## config.mk

```make
export PLATFORM = sky130hd
export DESIGN_NAME = dcm_freq
export DESIGN_NICKNAME = d
export VERILOG_FILES = /design/src/dcm_pkg.sv /design/src/dcm_freq.sv
export SDC_FILE = /design/constraint.sdc
export NUM_CORES = 1
export LEC_CHECK = 0
export BUFFER_PORTS_ARGS = -buffer_cell sky130_fd_sc_hd__buf_2
export CAP_MARGIN = 20
export CORE_MARGIN = 1
export CORE_UTILIZATION = 30
export CTS_BUF_LIST = sky130_fd_sc_hd__clkbuf_2 sky130_fd_sc_hd__clkbuf_4 sky130_fd_sc_hd__clkbuf_8
export CTS_CLUSTER_SIZE = 10
export DETAILED_ROUTE_END_ITERATION = 8
export PLACE_DENSITY = 0.44
export SLEW_MARGIN = 30
export SYNTH_ARGS = -nofsm -noshare
export SYNTH_HDL_FRONTEND = slang
export SYNTH_SLANG_ARGS = --single-unit
```

## constraint.sdc

```tcl
create_clock -name clk -period 6.2 [get_ports clk]
set_clock_uncertainty 0.05 [all_clocks]
set_input_delay 1.24 -clock clk [delete_from_list [all_inputs] [get_ports clk]]
set_output_delay 1.24 -clock clk [all_outputs]
set_load 0.005 [all_outputs]
```

## src/dcm_pkg.sv

```systemverilog
// Shared types and constants for the DNA context model counter.
`timescale 1ns / 1ps
`default_nettype none

package dcm_pkg;

    // Configuration register indexes.
    typedef enum logic [1:0] {
        REG_CONTEXT_ORDER = 2'd0,
        REG_ALPHA_DEN     = 2'd1,
        REG_HALVE_LIMIT   = 2'd2
    } reg_index_t;

    localparam int CFG_INDEX_W = 2;
    localparam int CFG_DATA_W  = 8;

    localparam logic [3:0] RESET_CONTEXT_ORDER = 4'd8;
    localparam logic [7:0] RESET_ALPHA_DEN     = 8'd1;
    localparam logic [7:0] RESET_HALVE_LIMIT   = 8'd255;

    // Configuration as seen by the datapath.
    typedef struct packed {
        logic [3:0] context_order;
        logic [7:0] alpha_den;
        logic [7:0] halve_limit;
    } cfg_t;

    // Occupancy of the update pipeline.
    typedef struct packed {
        logic clearing;
        logic s1_valid;
        logic s2_valid;
    } rmw_status_t;

    localparam int SYMBOL_W    = 2;
    localparam int FREQ_W      = 16;
    localparam int TOTAL_W     = 18;
    localparam int ITEM_W      = 4 * FREQ_W + TOTAL_W;
    localparam int IN_TDATA_W  = 8;
    localparam int OUT_TDATA_W = 88;

    // Result queue sizing.
    localparam int OUT_DEPTH = 8;
    localparam int OUT_PTR_W = 3;
    localparam int OUT_CNT_W = 4;

endpackage

`default_nettype wire

```

## src/dcm_freq.sv

```systemverilog
// Frequency estimation: one multiplier per base, then the total.
`timescale 1ns / 1ps
`default_nettype none

module dcm_freq #(
    parameter int COUNTER_BITS = 8
) (
    input  wire logic                          clk,
    input  wire logic                          rst_n,
    input  wire logic [7:0]                    alpha_den,
    input  wire logic                          cnt_valid,
    input  wire logic [4*COUNTER_BITS-1:0]     cnt_data,
    output logic                               res_valid,
    output logic      [dcm_pkg::ITEM_W-1:0]    res_item
);

    localparam int LANE = COUNTER_BITS;
    localparam int FW   = (COUNTER_BITS + 8 > dcm_pkg::FREQ_W) ? COUNTER_BITS + 8
                                                               : dcm_pkg::FREQ_W;
    localparam int SW   = FW + 2;

    logic          f_valid_reg, f_valid_next;
    logic [FW-1:0] f_reg  [4];
    logic [FW-1:0] f_next [4];
    logic [SW-1:0] total;

    always_comb
    begin
        for (int j = 0; j < 4; j++)
        begin
            f_next[j] = FW'(1) + FW'(alpha_den) * FW'(cnt_data[j*LANE +: LANE]);
        end
    end

    assign f_valid_next = cnt_valid;

    always_ff @(posedge clk or negedge rst_n)
    begin
        if (!rst_n)
        begin
            f_valid_reg <= 1'b0;
        end
        else
        begin
            f_valid_reg <= f_valid_next;
        end
    end

    always_ff @(posedge clk)
    begin
        if (cnt_valid)
        begin
            for (int j = 0; j < 4; j++)
            begin
                f_reg[j] <= f_next[j];
            end
        end
    end

    // The total uses the unmasked frequencies.
    assign total = SW'(f_reg[0]) + SW'(f_reg[1]) + SW'(f_reg[2]) + SW'(f_reg[3]);

    assign res_valid = f_valid_reg;
    assign res_item  = {total[dcm_pkg::TOTAL_W-1:0],
                        f_reg[3][dcm_pkg::FREQ_W-1:0],
                        f_reg[2][dcm_pkg::FREQ_W-1:0],
                        f_reg[1][dcm_pkg::FREQ_W-1:0],
                        f_reg[0][dcm_pkg::FREQ_W-1:0]};

endmodule

`default_nettype wire

```

## Word level (Yosys, flattened, before mapping)

Memories as Yosys holds them, arrays and structs flattened.
Index checks and enable logic that the tools add are counted.

| cells by class | value |
|---|---|
| bitwise logic cells | 0 |
| equality and inequality tests | 0 |
| multipliers | 4 |
| $lt $le $gt $ge | 0 |
| multiplexer cells | 2 |
| add/subtract/negate cells | 7 |
| reductions and logical operators | 0 |
| div/mod/pow operators | 0 |
| shift operators | 0 |

Operators by type and width:

| operator | count |
|---|---|
| adder 1 x 16 -> 16 bit, first input constant | 4 |
| multiplier 8 x 8 -> 16 bit | 4 |
| adder 17 x 16 -> 18 bit | 1 |
| adder 18 x 16 -> 18 bit | 1 |
| adder 16 x 16 -> 17 bit | 1 |
| two-way mux 1 bit | 2 |

| word-level totals | value |
|---|---|
| ROM bits | 0 |
| output and inout bits | 83 |
| bits in latches | 0 |
| register bits | 1 |
| memories kept | 1 |
| memory bits (writable) | 64 |
| logic and storage cells | 15 |

Memory list:

| name | words | width | rd ports | clocked after memory_dff | write ports | RTL line | source |
|---|---|---|---|---|---|---|---|
| f_reg | 4 | 16 | 4 | 0 | 4 | dcm_freq.sv:23 | `logic [FW-1:0] f_reg [4];` |

## Logic depth before layout (Yosys ltp)

| depth | value |
|---|---|
| depth in word-level cells | 3 |
| gate-level depth with buffers | 17 |

## Worst setup path before layout

No wires, ideal clock.

| path | value |
|---|---|
| kind | input port to flip-flop |
| from | in alpha_den[4] |
| to | mem f_reg[0][14] (netlist bit) (data pin) |
| path buffers | 1 |
| arrival | 4.979 ns |
| setup slack | 0.906 ns |
| cell stages on the path | 16 |
| setup time | 0.265 ns |
| data required time | 5.885 ns |
| cells stage by stage | clkbuf_1 > nand2_1 > fa_1 > fa_1 > inv_1 > fa_1 > inv_1 > fa_1 > inv_1 > ha_1 > and3_1 > a221oi_2 > nor2_1 > o21ai_0 > o21ai_0 > xor2_1 |

RTL lines:

| what | RTL line | source |
|---|---|---|
| start, declared | dcm_freq.sv:10 | `input wire logic [7:0] alpha_den,` |
| end, declared | dcm_freq.sv:23 |  |

==> run metrics <==
Yosys top cell area share 29.76%; setup ws final 841.8 ps; clock buffer depth 2; CTS H-tree lvls 3; Vias/cell between 4 and 5; vias in the first global route roughly 9000; Seq/Total Area, Yosys between 10% and 20%; max reg flops 64; final hold violation count 0; via count 8249; most frequent cell after synthesis inv_1; Mapped Area around 12000 um2; max-slew violations 0; 1st-iter DRT viols 283; post-CTS setup buffer count 0; Area growth syn-to-layout 12.42%; Place WS about 380 ps; All-Layer GR Usage approximately 16%; Setup-failing EPs final 0; EDFF count, synth 64; TritonCTS Buffers 9; FF+latch count, synth 65; Synth async-reset ratio under 10%; initial antenna violation count 2; max-cap violation count 0; Worst Tran Pin Value around 920 ps; period utilization 86.42%; crit end category output pin; grt total ovfl 0; Syn Inst Count 1195; wire per inst 16.94 um; power density cells approximately 560 nW/um2; IO Pins approximately 130; CP required around 4900 ps; top cells by area, synth fa_1 (30%), ha_1 (18%), edfxtp_1 (16%), and2_1 (11%), inv_1 (6.4%); Initial Util between 30% and 40%; CTS Hold Bufs 0; Synth top cells by count inv_1 (202), and2_1 (199), fa_1 (176); Yosys warning count 0; status completed; RePlAce Congestion 0.7820; share of cells above drive strength 1 a little under an eighth; crit path kind flop to output pin; net count after synthesis approximately 1600; Post-DRT Antenna Nets 0; DRC 0; syn_area_per_cell 9.908 um2; Hold WC Path Type input pin to async pin; RSZ-0062 raised after global routing no; CP startpoint kind flop; total negative slack 0 ps; Max rail drop VDD around 0.00035 V; Worst Path Arrival a little over 4000 ps; # nets final between 1500 and 2000; TritonRoute pass-1 iters 4; total wire length around 31 mm; Pleak 6.672 nW; TritonCTS clock tree yes; # rows between 70 and 80; post-synth cell types 52; Placeable Area about 39000 um2; post-CTS sizing 0; largest net degree at the start of global routing 66; fillcell total 4028; Fmax between 0.15 and 0.2 GHz; ys flop type edfxtp_1; relative slew slack a little under 40%; HPWL after detailed placement around 26 mm; CTS Sinks 65; Port Buffers 125; first-pass GRT wire length 51.12 mm; die height about 200 um; die width approximately 200 um; crit path time final between 5000 and 6000 ps; Synth area leader fa_1; CP max FO 3; die area just over 40000 um2; root buf cell clkbuf_8; clock slew at reported path FFs 80 ps
## worst max-delay path, stage by stage (launching register included)
cell and delay (ps):
edfxtp_1 480, fa_1 520, fa_1 490, ha_1 250
inv_1 90, fa_1 450, nand2b_1 180, a21oi_1 220
o211ai_1 220, a21boi_0 360, mux2i_1 220, nand2_1 60
buf_2 120
## per-stage QoR
stage	std cells	area, um2	util (%)	hold WS, ps	total power [mW]
6_report	1838	13310	34.28	564.2	7.414
2_1_floorplan	1195	11840	-	894.4	5.110
4_1_cts	1837	13310	34.27	524.5	7.559
5_1_grt	1837	13310	34.27	538.1	8.394
3_3_place_gp	1823	13110	33.77	964.4	7.073
3_5_place_dp	1823	13110	33.77	966.7	7.113
## cells in the final DEF (no fill, tap or decap), drive strengths merged, types with 3 or more instances in the layout
cell and instances:
inv 202, and2 199, fa 176, ha 169, buf 136, nand2 84, edfxtp 64, a21oi 46
xnor2 41, nor2 31, a21o 25, xor2 21, o21ai 18, a31oi 12, nand3 9, clkbuf 9
and3 9, o211ai 6, nor3 6, nand4 5, nor2b 5, nand2b 4, o21a 4, nor3b 3
clkinv 3
## final cells by class
type | instances | area [um2] | area share, %
sequential | 65 | 1947 | 14.63
antenna | 1 | 2.502 | 0.01880
multi-input combinational | 902 | 9037 | 67.90
clock inverter | 5 | 72.57 | 0.5452
clock buffer | 9 | 123.9 | 0.9306
timing repair buffer | 136 | 720.7 | 5.415
tap | 518 | 648.1 | 4.869
inverter | 202 | 758.2 | 5.697
## power by group
| group | internal [mW] | switching (mW) | total (mW) |
|---|---|---|---|
| combinational | 2.75 | 3.28 | 6.03 |
| clock | 0.218 | 0.180 | 0.398 |
| sequential | 0.779 | 0.206 | 0.985 |
## per-layer routing
metal / GRT usage, % / up-vias / wire, um
li1: - / 4084 / -
met1: 22.99 / 4016 / 15370
met2: 27.44 / 136 / 14380
met3: 2.094 / 13 / 1147
met4: 3.108 / 0 / 238
met5: 0 / - / 0
## logic make-up after synthesis
logic type,Yosys count,synth area share (%)
AOI/OAI and AO/OA,134,7.524
buffers and inverters,228,7.228
muxes,1,0.08454
adders and majority gates,345,47.62
DFF,65,16.44
xor gates and xnor gates,62,4.586
and+or+nand+nor,360,16.52
## how the worst max path moves through the flow
stage                                     start                endpoint  slack (ps)  cells after the start
after floorplan                    alpha_den[4]  f_reg[0][14]$_DFFE_PP_         910                     16
after global placement             alpha_den[3]   f_reg[0][9]$_DFFE_PP_         410                     15
after detailed placement           alpha_den[3]   f_reg[0][9]$_DFFE_PP_         380                     15
after CTS                 f_reg[0][1]$_DFFE_PP_            res_item[79]         760                     12
after global routing      f_reg[0][1]$_DFFE_PP_            res_item[75]         520                     12
final                     f_reg[0][1]$_DFFE_PP_            res_item[75]         840                     12
(Power assumes the default switching activity.)
