$ cat src/dcm_pkg.sv
// Shared types and constants for the DNA context model counter.
`timescale 1ns / 1ps
`default_nettype none

package dcm_pkg;

    // Configuration register indexes.
    typedef enum logic [1:0] {
        REG_CONTEXT_ORDER = 2'd0,
        REG_ALPHA_DEN     = 2'd1,
        REG_HALVE_LIMIT   = 2'd2
    } reg_index_t;

    localparam int CFG_INDEX_W = 2;
    localparam int CFG_DATA_W  = 8;

    localparam logic [3:0] RESET_CONTEXT_ORDER = 4'd8;
    localparam logic [7:0] RESET_ALPHA_DEN     = 8'd1;
    localparam logic [7:0] RESET_HALVE_LIMIT   = 8'd255;

    // Configuration as seen by the datapath.
    typedef struct packed {
        logic [3:0] context_order;
        logic [7:0] alpha_den;
        logic [7:0] halve_limit;
    } cfg_t;

    // Occupancy of the update pipeline.
    typedef struct packed {
        logic clearing;
        logic s1_valid;
        logic s2_valid;
    } rmw_status_t;

    localparam int SYMBOL_W    = 2;
    localparam int FREQ_W      = 16;
    localparam int TOTAL_W     = 18;
    localparam int ITEM_W      = 4 * FREQ_W + TOTAL_W;
    localparam int IN_TDATA_W  = 8;
    localparam int OUT_TDATA_W = 88;

    // Result queue sizing.
    localparam int OUT_DEPTH = 8;
    localparam int OUT_PTR_W = 3;
    localparam int OUT_CNT_W = 4;

endpackage

`default_nettype wire

$ cat src/dcm_fifo.sv
// Result queue that decouples the fixed-latency pipeline from the output side.
`timescale 1ns / 1ps
`default_nettype none

module dcm_fifo (
    input  wire logic                           clk,
    input  wire logic                           rst_n,
    input  wire logic                           push,
    input  wire logic [dcm_pkg::ITEM_W-1:0]     push_item,
    input  wire logic                           pop,
    output logic                                out_valid,
    output logic      [dcm_pkg::ITEM_W-1:0]     out_item,
    output logic      [dcm_pkg::OUT_CNT_W-1:0]  count
);

    logic [dcm_pkg::ITEM_W-1:0]    mem_reg [dcm_pkg::OUT_DEPTH];
    logic [dcm_pkg::OUT_PTR_W-1:0] wr_ptr_reg, wr_ptr_next;
    logic [dcm_pkg::OUT_PTR_W-1:0] rd_ptr_reg, rd_ptr_next;
    logic [dcm_pkg::OUT_CNT_W-1:0] count_reg, count_next;

    always_comb
    begin
        wr_ptr_next = push ? wr_ptr_reg + dcm_pkg::OUT_PTR_W'(1) : wr_ptr_reg;
        rd_ptr_next = pop ? rd_ptr_reg + dcm_pkg::OUT_PTR_W'(1) : rd_ptr_reg;
        count_next  = count_reg + dcm_pkg::OUT_CNT_W'(push) - dcm_pkg::OUT_CNT_W'(pop);
    end

    always_ff @(posedge clk or negedge rst_n)
    begin
        if (!rst_n)
        begin
            wr_ptr_reg <= '0;
            rd_ptr_reg <= '0;
            count_reg  <= '0;
        end
        else
        begin
            wr_ptr_reg <= wr_ptr_next;
            rd_ptr_reg <= rd_ptr_next;
            count_reg  <= count_next;
        end
    end

    always_ff @(posedge clk)
    begin
        if (push)
        begin
            mem_reg[wr_ptr_reg] <= push_item;
        end
    end

    assign out_valid = (count_reg != '0);
    assign out_item  = mem_reg[rd_ptr_reg];
    assign count     = count_reg;

endmodule

`default_nettype wire

$ cat config.mk
export PLATFORM = sky130hd
export DESIGN_NAME = dcm_fifo
export DESIGN_NICKNAME = d
export VERILOG_FILES = /design/src/dcm_pkg.sv /design/src/dcm_fifo.sv
export SDC_FILE = /design/constraint.sdc
export NUM_CORES = 1
export LEC_CHECK = 0
export BUFFER_PORTS_ARGS = -buffer_cell sky130_fd_sc_hd__buf_2
export CAP_MARGIN = 20
export CORE_ASPECT_RATIO = 2
export CORE_UTILIZATION = 64
export DETAILED_ROUTE_END_ITERATION = 12
export GPL_TIMING_DRIVEN = 1
export HOLD_SLACK_MARGIN = 0.03
export PLACE_DENSITY = 0.84
export SYNTH_ARGS = -nofsm -noshare
export SYNTH_HDL_FRONTEND = slang
export SYNTH_SLANG_ARGS = --single-unit
$ cat constraint.sdc
create_clock -name clk -period 13.11 [get_ports clk]
set_input_delay 2.622 -clock clk [delete_from_list [all_inputs] [get_ports clk]]
set_output_delay 2.622 -clock clk [all_outputs]
set_load 0.02 [all_outputs]
After elaboration in Yosys (flattened, before gate mapping)
Memories as Yosys holds them, arrays and structs flattened.
Index checks and enable logic that the tools add are counted.
{ "totals": {"in_bits": 86, "ff_bits": 10, "elab_cells": 11, "output_inout_bits": 87, "rom_bits": 0, "ramBits": 656, "latchBits": 0, "mem_count": 1} }
{ "classes": {"magnitude_cmp": 0, "n_reduce_logical": 1, "add_sub_neg": 4, "mul": 0, "bitwise_logic": 0, "n_mux": 2, "eq_ne": 0, "n_shift": 0, "n_div": 0} }
{ "mem_list": {"columns": ["memory", "depth", "word_bits", "rd", "rd_clocked_by_memory_dff", "write_ports", "line_no", "rtl"], "rows": [
  ["mem_reg", 8, 82, 1, 0, 1, "dcm_fifo.sv:16", "logic [dcm_pkg::ITEM_W-1:0] mem_reg [dcm_pkg::OUT_DEPTH];"]
]} }
{ "op_table": {"columns": ["op", "count"], "rows": [
  ["$add 3x1->3 const B", 2],
  ["$add 4x1->4", 1],
  ["$reduce_bool 4->1", 1],
  ["$sub 4x1->4", 1],
  ["$mux 1", 2]
]} }

Depth between registers and ports, before layout
Gate-level depths: netlist of the first run.
{ "logic_depth": {"depth_word": 2, "ltp_mapped": 7, "depth_no_buf": 7} }

Worst setup path before layout of the first run
OpenSTA, ideal clock, no wires.
{ "synth_timing": {"kind": "in2reg", "from": "input push", "to": "memory mem_reg[0][0] (netlist bit) (enable)", "setup_time_ns": 0.623, "stages": 2, "required_time_ns": 12.487, "path_buffers": 0, "arrival_time_ns": 8.273, "setup_slack_ns": 4.214, "path_cell_list": "nand2b_1 -> nor3_1"} }
{ "synth_via": {"elab_chain_cells": 2} }
{ "synth_lines": {"columns": ["element", "line_no", "rtl"], "rows": [
  ["start: declaration", "dcm_fifo.sv:8", "input wire logic push,"],
  ["$mux 1", "dcm_fifo.sv:46", "if (push)"],
  ["$mux 1 (implied by the code)", "dcm_fifo.sv:48", "mem_reg[wr_ptr_reg] <= push_item;"],
  ["end: declaration", "dcm_fifo.sv:16", null]
]} }
Every way passes these cells.

Final worst setup path of the first run
{ "layout_timing": {"from": "register rd_ptr_reg[0] (netlist bit)", "to": "output out_item[50] (netlist bit)"} }
{ "layout_via": {"elab_chain_cells": 1} }
{ "layout_lines": {"columns": ["element", "line_no", "rtl"], "rows": [
  ["start: declaration", "dcm_fifo.sv:18", "logic [dcm_pkg::OUT_PTR_W-1:0] rd_ptr_reg, rd_ptr_next;"],
  ["start signal: assignment", "dcm_fifo.sv:39", "rd_ptr_reg <= rd_ptr_next;"],
  ["$mem_v2 8x82", null, null],
  ["end: declaration", "dcm_fifo.sv:12", "output logic [dcm_pkg::ITEM_W-1:0] out_item,"]
]} }
Every way passes these cells.

==> key figures, run 1 <==
Pwr
  • Power Density: approximately 230 mW/mm2
  • Logic pwr share: 0.321
  • Reg power frac: 0.442
  • Sw frac: 0.312
  • NetSw: approximately 2 mW
  • Pint: approximately 4.4 mW
  • Design Power: approximately 6.4 mW
  • Clock share of power: 0.237
  • Static leakage: ~9 nW
  • Max VDD drop: about 0.16 mV

Clock tree
  • Max Root-Sink Buffers: 3
  • Root Buffer: clkbuf_16
  • # hold bufs at CTS: 0
  • Max H-tree Level: 2
  • Skew-Pair Late Insertion Delay: 0.59 ns
  • Num CTS Buffers: 53
  • # resized after CTS: 0
  • Reg clk slew, reported paths: 0.07 ns
  • Post-CTS Setup Inserts: 0
  • Clk sink count: around 670
  • TritonCTS clock tree: built

Detailed routing
  • Iter 0 DRT Violations: between 800 and 900
  • DRT antenna net count: 0
  • Routed wl met2: about 27 mm
  • DRT Pass-1 Iters: 4
  • Vias per inst: 6.29
  • Overall routed net length: roughly 50 mm
  • WL/cell: 28.0 um
  • Remaining DRCs: 0
  • Uppermost layer routed: met5
  • Met3 WL: 2.96 mm
  • Via count: around 11000
  • WL met1: between 15 and 20 mm

Logic synthesis
  • Adder-cell share of the synthesized area: 0.00428
  • Post-synth top flop: edfxtp_1
  • Most frequent cell after synthesis: edfxtp_1
  • Synth area leaders: edfxtp_1 78%, mux4_2 15%, mux2_2 3.8%, dfrtp_1 0.99%, buf_6 0.76%
  • Post-Synthesis Cells: 1000
  • Ys async rst share: 0.0150
  • Leading area contributor after synthesis: edfxtp_1
  • Synth warn: 0
  • Register area share after synthesis: 0.793
  • Synth Area in Compound Gates: 0.000497
  • Post-synthesis mux area share: 0.184
  • Main combinational cell family by area after synthesis: multiplexers
  • Unique cell type count in the Yosys netlist: 20
  • XOR/XNOR share of the synthesized area: 0.00209
  • Syn Nets: ~1100
  • Top-area cell type share of the netlist area: 0.783
  • Mapped Area: approximately 0.025 mm2
  • Simple-Gate Fraction of Synth Area: 0.00283
  • Mean Syn Cell Area: ~25 um2
  • Flops & latches, synth: about 670
  • Post-synth EDFFs: 656
  • Post-synth top cells: 656 x edfxtp_1, 164 x mux4_2, 84 x mux2_2

Place
  • DP Worst Slack: roughly 6.6 ns
  • Buffers on Ports: around 170
  • GP Congestion: ~0.74
  • Post-detail-place hpwl: 25.2 mm

Global routing
  • Largest net degree at the start of global routing: 65
  • First-pass GRT wire length: roughly 74 mm
  • Initial antenna violation count: 9
  • Vias in the first global route: between 10000 and 15000
  • Total global routing overflow: 0
  • All-Layer GR Usage: 0.261

Floorplan
  • IO Pins: around 170
  • Total core area: a little under 0.04 mm2
  • Num rows: ~100
  • Initial core utilization: 0.649
  • Die X: 142 um
  • Height of the chip: 282 um
  • Die ar.: 0.0402 mm2

Critical path
  • CP startpoint kind: flop
  • WP data required: around 10 ns
  • CP max FO: 46
  • Arrival @ worst endpoint: roughly 3.4 ns
  • Critical Path End Type: primary output
  • Crit Path Class: reg2out

STA
  • RSZ-0062 raised after global routing: false
  • Hold Fails Final Rpt: 0
  • Skew final: around 0.018 ns
  • Setup ws final: around 7.1 ns
  • Final setup violation count: 0
  • Setup Total Neg Slack: 0 ns
  • Min Tclk post-route: between 5 and 6 ns
  • Max_slew headroom: 0.323
  • Least-Margin Pin Slew: a little over 1 ns
  • Crit share post-route: 0.457
  • Pins over their slew limit: 0
  • F_max: 0.167 GHz

Finish
  • Share of layout cells above drive strength 1: 0.426
  • Max FFs per register: approximately 660
  • Layout Nets: around 1300
  • Util after Layout: 0.730
  • Layout area overhead: 12.5%

Job
  • Max cap viols: 0

Hold path
  • Min-Delay Path Class: reg2reg

Outcome
  • Status: completed
==> cell type report <==
cell class	count	area (um2)
Sequential cell	666	20000
Fill cell	2152	10500
Multi-Input combinational cell	280	4940
Clock buffer	61	1380
Timing Repair Buffer	196	1080
Tap cell	520	651
Clock inverter	35	259
Inverter	8	30.0
Antenna cell	5	12.5
==> cells by family (layout without fill, tap and decap cells) <==
kind of cell    count (synthesis)  in the layout
buf+inv                        54            300
fa+ha+maj                       8              8
compound gates                  2              2
other cells                     0              5
simple gates                   16             16
flops                         666            666
mux                           248            248
xor+xnor                        6              6
==> power groups by stage <==
| stage | Sequential [mW] | Clock, mW | Combinational, mW |
|---|---|---|---|
| 3_5_place_dp | 2.87 | 0 | 2.05 |
| 5_1_grt | 2.86 | 1.61 | 2.19 |
| 3_3_place_gp | 2.85 | 0 | 2.02 |
| 4_1_cts | 2.84 | 1.54 | 2.08 |
| 2_1_floorplan | 2.81 | 0 | 1.55 |
| 6_report | 2.84 | 1.52 | 2.06 |
==> cell usage in the layout (no fill, tap or decap) <==
| cell | instances |
|---|---|
| dfrtp_1 | 7 |
| mux4_2 | 164 |
| a21o_1 | 1 |
| xor2_1 | 3 |
| inv_8 | 1 |
| inv_1 | 8 |
| clkinv_1 | 13 |
| nand2b_1 | 3 |
| mux2_2 | 84 |
| nor3_2 | 2 |
| nor2_4 | 6 |
| bufinv_16 | 3 |
| nand3_1 | 1 |
| diode_2 | 5 |
| ha_1 | 7 |
| clkinv_8 | 1 |
| clkinv_2 | 14 |
| xnor2_1 | 3 |
| nand2_1 | 4 |
| a21oi_1 | 1 |
| buf_4 | 22 |
| buf_2 | 172 |
| fa_1 | 1 |
| dfrtp_4 | 3 |
| edfxtp_1 | 656 |
| buf_16 | 2 |
| clkbuf_1 | 7 |
| clkbuf_16 | 54 |
| clkinvlp_4 | 3 |
==> worst max-delay path, stage by stage, from the launching register on <==
cell and delay, ns:
dfrtp_4 0.73, buf_4 0.34, buf_4 0.28, buf_16 0.33
mux4_2 0.59, mux2_2 0.29, buf_2 0.16
==> path summary, 6_finish.rpt <==
| check | startpoint | end | slack [ns] | cells after the start |
|---|---|---|---|---|
| setup reg to reg | wr_ptr_reg[1]$_DFFE_PN0P_ | mem_reg[1][34]$_DFFE_PP_ | 10.12 | 4 |
| setup / recovery | rd_ptr_reg[0]$_DFFE_PN0P_ | out_item[50] | 7.12 | 6 |
| min in group asynchronous | rst_n | wr_ptr_reg[1]$_DFFE_PN0P_ | 1.91 | 1 |
| hold / removal | wr_ptr_reg[1]$_DFFE_PN0P_ | wr_ptr_reg[1]$_DFFE_PN0P_ | 0.62 | 1 |
| hold reg to reg | wr_ptr_reg[1]$_DFFE_PN0P_ | wr_ptr_reg[1]$_DFFE_PN0P_ | 0.62 | 1 |
| max in group asynchronous | rst_n | rd_ptr_reg[2]$_DFFE_PN0P_ | 10.95 | 1 |
==> metrics by stage <==
step                      instance area [um2]  instances  hold slack (ns)
after floorplan                         25200       1000            0.517
after global placement                  26600       1668            0.543
after detailed placement                26600       1668            0.569
after CTS                               28200       1764            0.585
after global routing                    28300       1771            0.632
final                                   28300       1771            0.622
==> metal layers <==
layer / vias up / global-route usage
li1: 4674 / -
met1: 5833 / 0.335
met2: 508 / 0.442
met3: 121 / 0.0371
met4: 4 / 0.125
met5: - / 0
No activity file was read; power rests on OpenSTA's default activity.
==> inputs of run 2 (changes only) <==
--- a/config.mk
+++ b/config.mk
@@ -8,11 +8,11 @@
 export BUFFER_PORTS_ARGS = -buffer_cell sky130_fd_sc_hd__buf_2
 export CAP_MARGIN = 20
 export CORE_ASPECT_RATIO = 2
-export CORE_UTILIZATION = 64
+export CORE_UTILIZATION = 54
 export DETAILED_ROUTE_END_ITERATION = 12
 export GPL_TIMING_DRIVEN = 1
 export HOLD_SLACK_MARGIN = 0.03
-export PLACE_DENSITY = 0.84
+export PLACE_DENSITY = 0.75
 export SYNTH_ARGS = -nofsm -noshare
 export SYNTH_HDL_FRONTEND = slang
 export SYNTH_SLANG_ARGS = --single-unit
==> constraint.sdc (replaced) <==
create_clock -name clk -period 5 [get_ports clk]
set_input_delay 1 -clock clk [delete_from_list [all_inputs] [get_ports clk]]
set_output_delay 1 -clock clk [all_outputs]
set_load 0.02 [all_outputs]
==> run 2 against run 1 <==
First-iteration DRC count is 12% lower. Wire length is 2.5% lower. Clock power increased to 2.7 times the previous value. Worst hold slack worse by 0.33 ns. Via count is 1.7% lower. Highest routed layer unchanged.
==> key figures, run 2 (synthesized netlist as in run 1, its figures left out) <==
Outcome
  • Status: completed (unchanged)

Place
  • Buffers on Ports: 172 (unchanged)
  • GP Congestion: 0.699 (was 0.736)
  • Post-detail-place hpwl: 27.6 mm (was 25.2 mm)

STA
  • Hold WS: 0.290 ns (was 0.622 ns)
  • Crit share post-route: 0.790
  • Pins over their slew limit: 0 (unchanged)
  • Max_slew headroom: 0.343 (was 0.323)
  • Skew final: 0.0182 ns (was 0.0175 ns)
  • Final setup violation count: 0 (unchanged)
  • Least-Margin Pin Slew: 0.985 ns (was 1.02 ns)
  • Min Tclk post-route: 3.95 ns
  • Hold Fails Final Rpt: 0 (unchanged)
  • F_max: 0.253 GHz
  • RSZ-0062 raised after global routing: false (unchanged)

Pwr
  • Clock share of power: 0.245 (was 0.237)
  • Reg power frac: 0.438 (was 0.442)
  • Logic pwr share: 0.317 (was 0.321)
  • Power Density: 594 mW/mm2 (was 227 mW/mm2)
  • Sw frac: 0.308 (was 0.312)
  • NetSw: 5.25 mW (was 2.00 mW)
  • Max VDD drop: 0.442 mV (was 0.162 mV)
  • Static leakage: 9.34 nW (was 9.22 nW)
  • Pint: 11.8 mW (was 4.42 mW)

Finish
  • Commonest non-fill, non-tap cell in the layout: edfxtp_1 (unchanged)
  • Filler instances: 3006 (was 2152)
  • Util after Layout: 0.624 (was 0.730)
  • Share of layout cells above drive strength 1: 0.434 (was 0.426)
  • Layout area overhead: 14.0% (was 12.5%)
  • Commonest non-fill, non-tap cells in the layout: 656 x edfxtp_1, 172 x buf_2, 164 x mux4_2 (unchanged)
  • Layout Nets: 1307 (was 1299)
  • Max FFs per register: 656 (unchanged)

Clock tree
  • # resized after CTS: 0 (unchanged)
  • TritonCTS clock tree: built (unchanged)
  • Skew-Pair Late Insertion Delay: 0.59 ns (about the same)
  • Max Root-Sink Buffers: 3 (unchanged)
  • Post-CTS Setup Inserts: 0 (unchanged)
  • Max H-tree Level: 2 (unchanged)
  • # hold bufs at CTS: 0 (unchanged)
  • Reg clk slew, reported paths: 0.07 ns (about the same)
  • Root Buffer: clkbuf_16 (unchanged)
  • Clk sink count: 666 (unchanged)
  • Num CTS Buffers: 54 (was 53)

Detailed routing
  • Overall routed net length: 48.4 mm (was 49.6 mm)
  • Via count: 11000 (was 11100)
  • DRT antenna net count: 0 (unchanged)
  • WL/cell: 25.7 um (was 28.0 um)
  • Iter 0 DRT Violations: 718 (was 815)
  • Remaining DRCs: 0 (unchanged)
  • DRT Pass-1 Iters: 4 (unchanged)
  • Vias per inst: 5.81 (was 6.29)

Critical path
  • Cells on worst reg2reg path: 3 (was 4)
  • Crit Path Class: reg2out (unchanged)
  • CP max FO: 44 (was 46)
  • Arrival @ worst endpoint: 2.95 ns (was 3.37 ns)
  • R2r endpoint: mem_reg[7][53]$_DFFE_PP_ (was mem_reg[1][34]$_DFFE_PP_)
  • Slowest CP cell: dfrtp_4 (unchanged)
  • Critical Path End Type: primary output (unchanged)
  • Reg2Reg Setup Slack: 2.71 ns (was 10.12 ns)
  • CP startpoint kind: flop (unchanged)
  • CP max stage delay: 0.87 ns (was 0.73 ns)
  • CP Cell Sequence: buf_12 -> mux4_2 -> mux2_2 -> buf_2 (was buf_4 -> buf_4 -> buf_16 -> mux4_2 -> mux2_2 -> buf_2)
  • WP data required: 4.00 ns (was 10.49 ns)
  • Reg2Reg Launch Point: wr_ptr_reg[0]$_DFFE_PN0P_ (was wr_ptr_reg[1]$_DFFE_PN0P_)

Floorplan
  • IO Pins: 173 (unchanged)
  • Height of the chip: 307 um (was 282 um)
  • Initial core utilization: 0.547 (was 0.649)
  • Total core area: 0.0460 mm2 (was 0.0388 mm2)
  • Die X: 155 um (was 142 um)
  • Die ar.: 0.0475 mm2 (was 0.0402 mm2)
  • Num rows: 111 (was 102)

Global routing
  • Initial antenna violation count: 7 (was 9)
  • Largest net degree at the start of global routing: 64 (was 65)
  • Total global routing overflow: 0 (unchanged)
  • First-pass GRT wire length: 72.7 mm (was 74.3 mm)
  • All-Layer GR Usage: 0.210 (was 0.261)
  • Vias in the first global route: 11900 (was 12000)

Hold path
  • Min-Delay Path Class: in2async (was reg2reg)

Job
  • Max cap viols: 0 (unchanged)
[run 2: cell count changes in the layout (fill, tap and decap cells not counted), moves of 2 or more]
cell / previous run / this run
nor3_4: 0 / 2
bufinv_16: 3 / 5
nor3_2: 2 / 0
buf_12: 0 / 10
clkinv_2: 14 / 17
clkinv_1: 13 / 11
buf_16: 2 / 0
[run 2: worst max path at each step]
stage,startpoint,to,slack (ns),cells past startpoint
6_report,rd_ptr_reg[0]$_DFFE_PN0P_,out_item[34],1.05,4
5_1_grt,rd_ptr_reg[0]$_DFFE_PN0P_,out_item[34],0.86,4
4_1_cts,rd_ptr_reg[0]$_DFFE_PN0P_,out_item[34],0.95,4
3_5_place_dp,rd_ptr_reg[0]$_DFFE_PN0P_,out_item[34],1.56,4
3_3_place_gp,rd_ptr_reg[0]$_DFFE_PN0P_,out_item[34],1.59,4
2_1_floorplan,push,mem_reg[1][0]$_DFFE_PP_,-0.07,2
[run 2: worst max-delay path, delay by kind of cell, from the launching register on]
| family | cells | cell delay (ns) |
|---|---|---|
| flops | 1 | 0.87 |
| mux | 2 | 0.87 |
| buf+inv | 2 | 0.56 |
[run 2: layer usage]
metal / share of wire / wire (um) / global-route usage / up-vias
met5: 0.00056 / 27 / 0 / -
met4: 0.035 / 1670 / 0.0827 / 4
met3: 0.048 / 2320 / 0.0321 / 91
met2: 0.54 / 26100 / 0.377 / 312
met1: 0.38 / 18200 / 0.254 / 5843
li1: - / - / - / 4703
[run 2: area by class of cell]
type,count,area (um2),share of cell area
clock inverters,40,353,0.0123
repair buffers,203,1220,0.0425
flip-flops and latches,666,20000,0.695
clock buffers,61,1400,0.0487
multi-input cells,280,4950,0.173
well taps,621,777,0.0271
inverters,8,30.0,0.00105
diodes,5,12.5,0.000436
[run 2: through the flow]
stage	TNS [ns]	instances	total power, mW	worst slack [ns]	cell area (um2)
detailed placement	0	1778	13.1	1.56	26900
finish	0	1884	17.0	1.05	28700
CTS	0	1879	17.3	0.948	28700
global route	0	1883	17.7	0.858	28700
floorplan	-28.07	1000	11.4	-0.0702	25200
global placement	0	1777	13.0	1.59	26900
[run 2: power groups by stage]
stage / clock network [mW] / registers [mW] / logic [mW]
finish: 4.17 / 7.47 / 5.40
global route: 4.43 / 7.55 / 5.76
CTS: 4.25 / 7.49 / 5.55
detailed placement: 0 / 7.61 / 5.53
global placement: 0 / 7.55 / 5.46
floorplan: 0 / 7.35 / 4.07
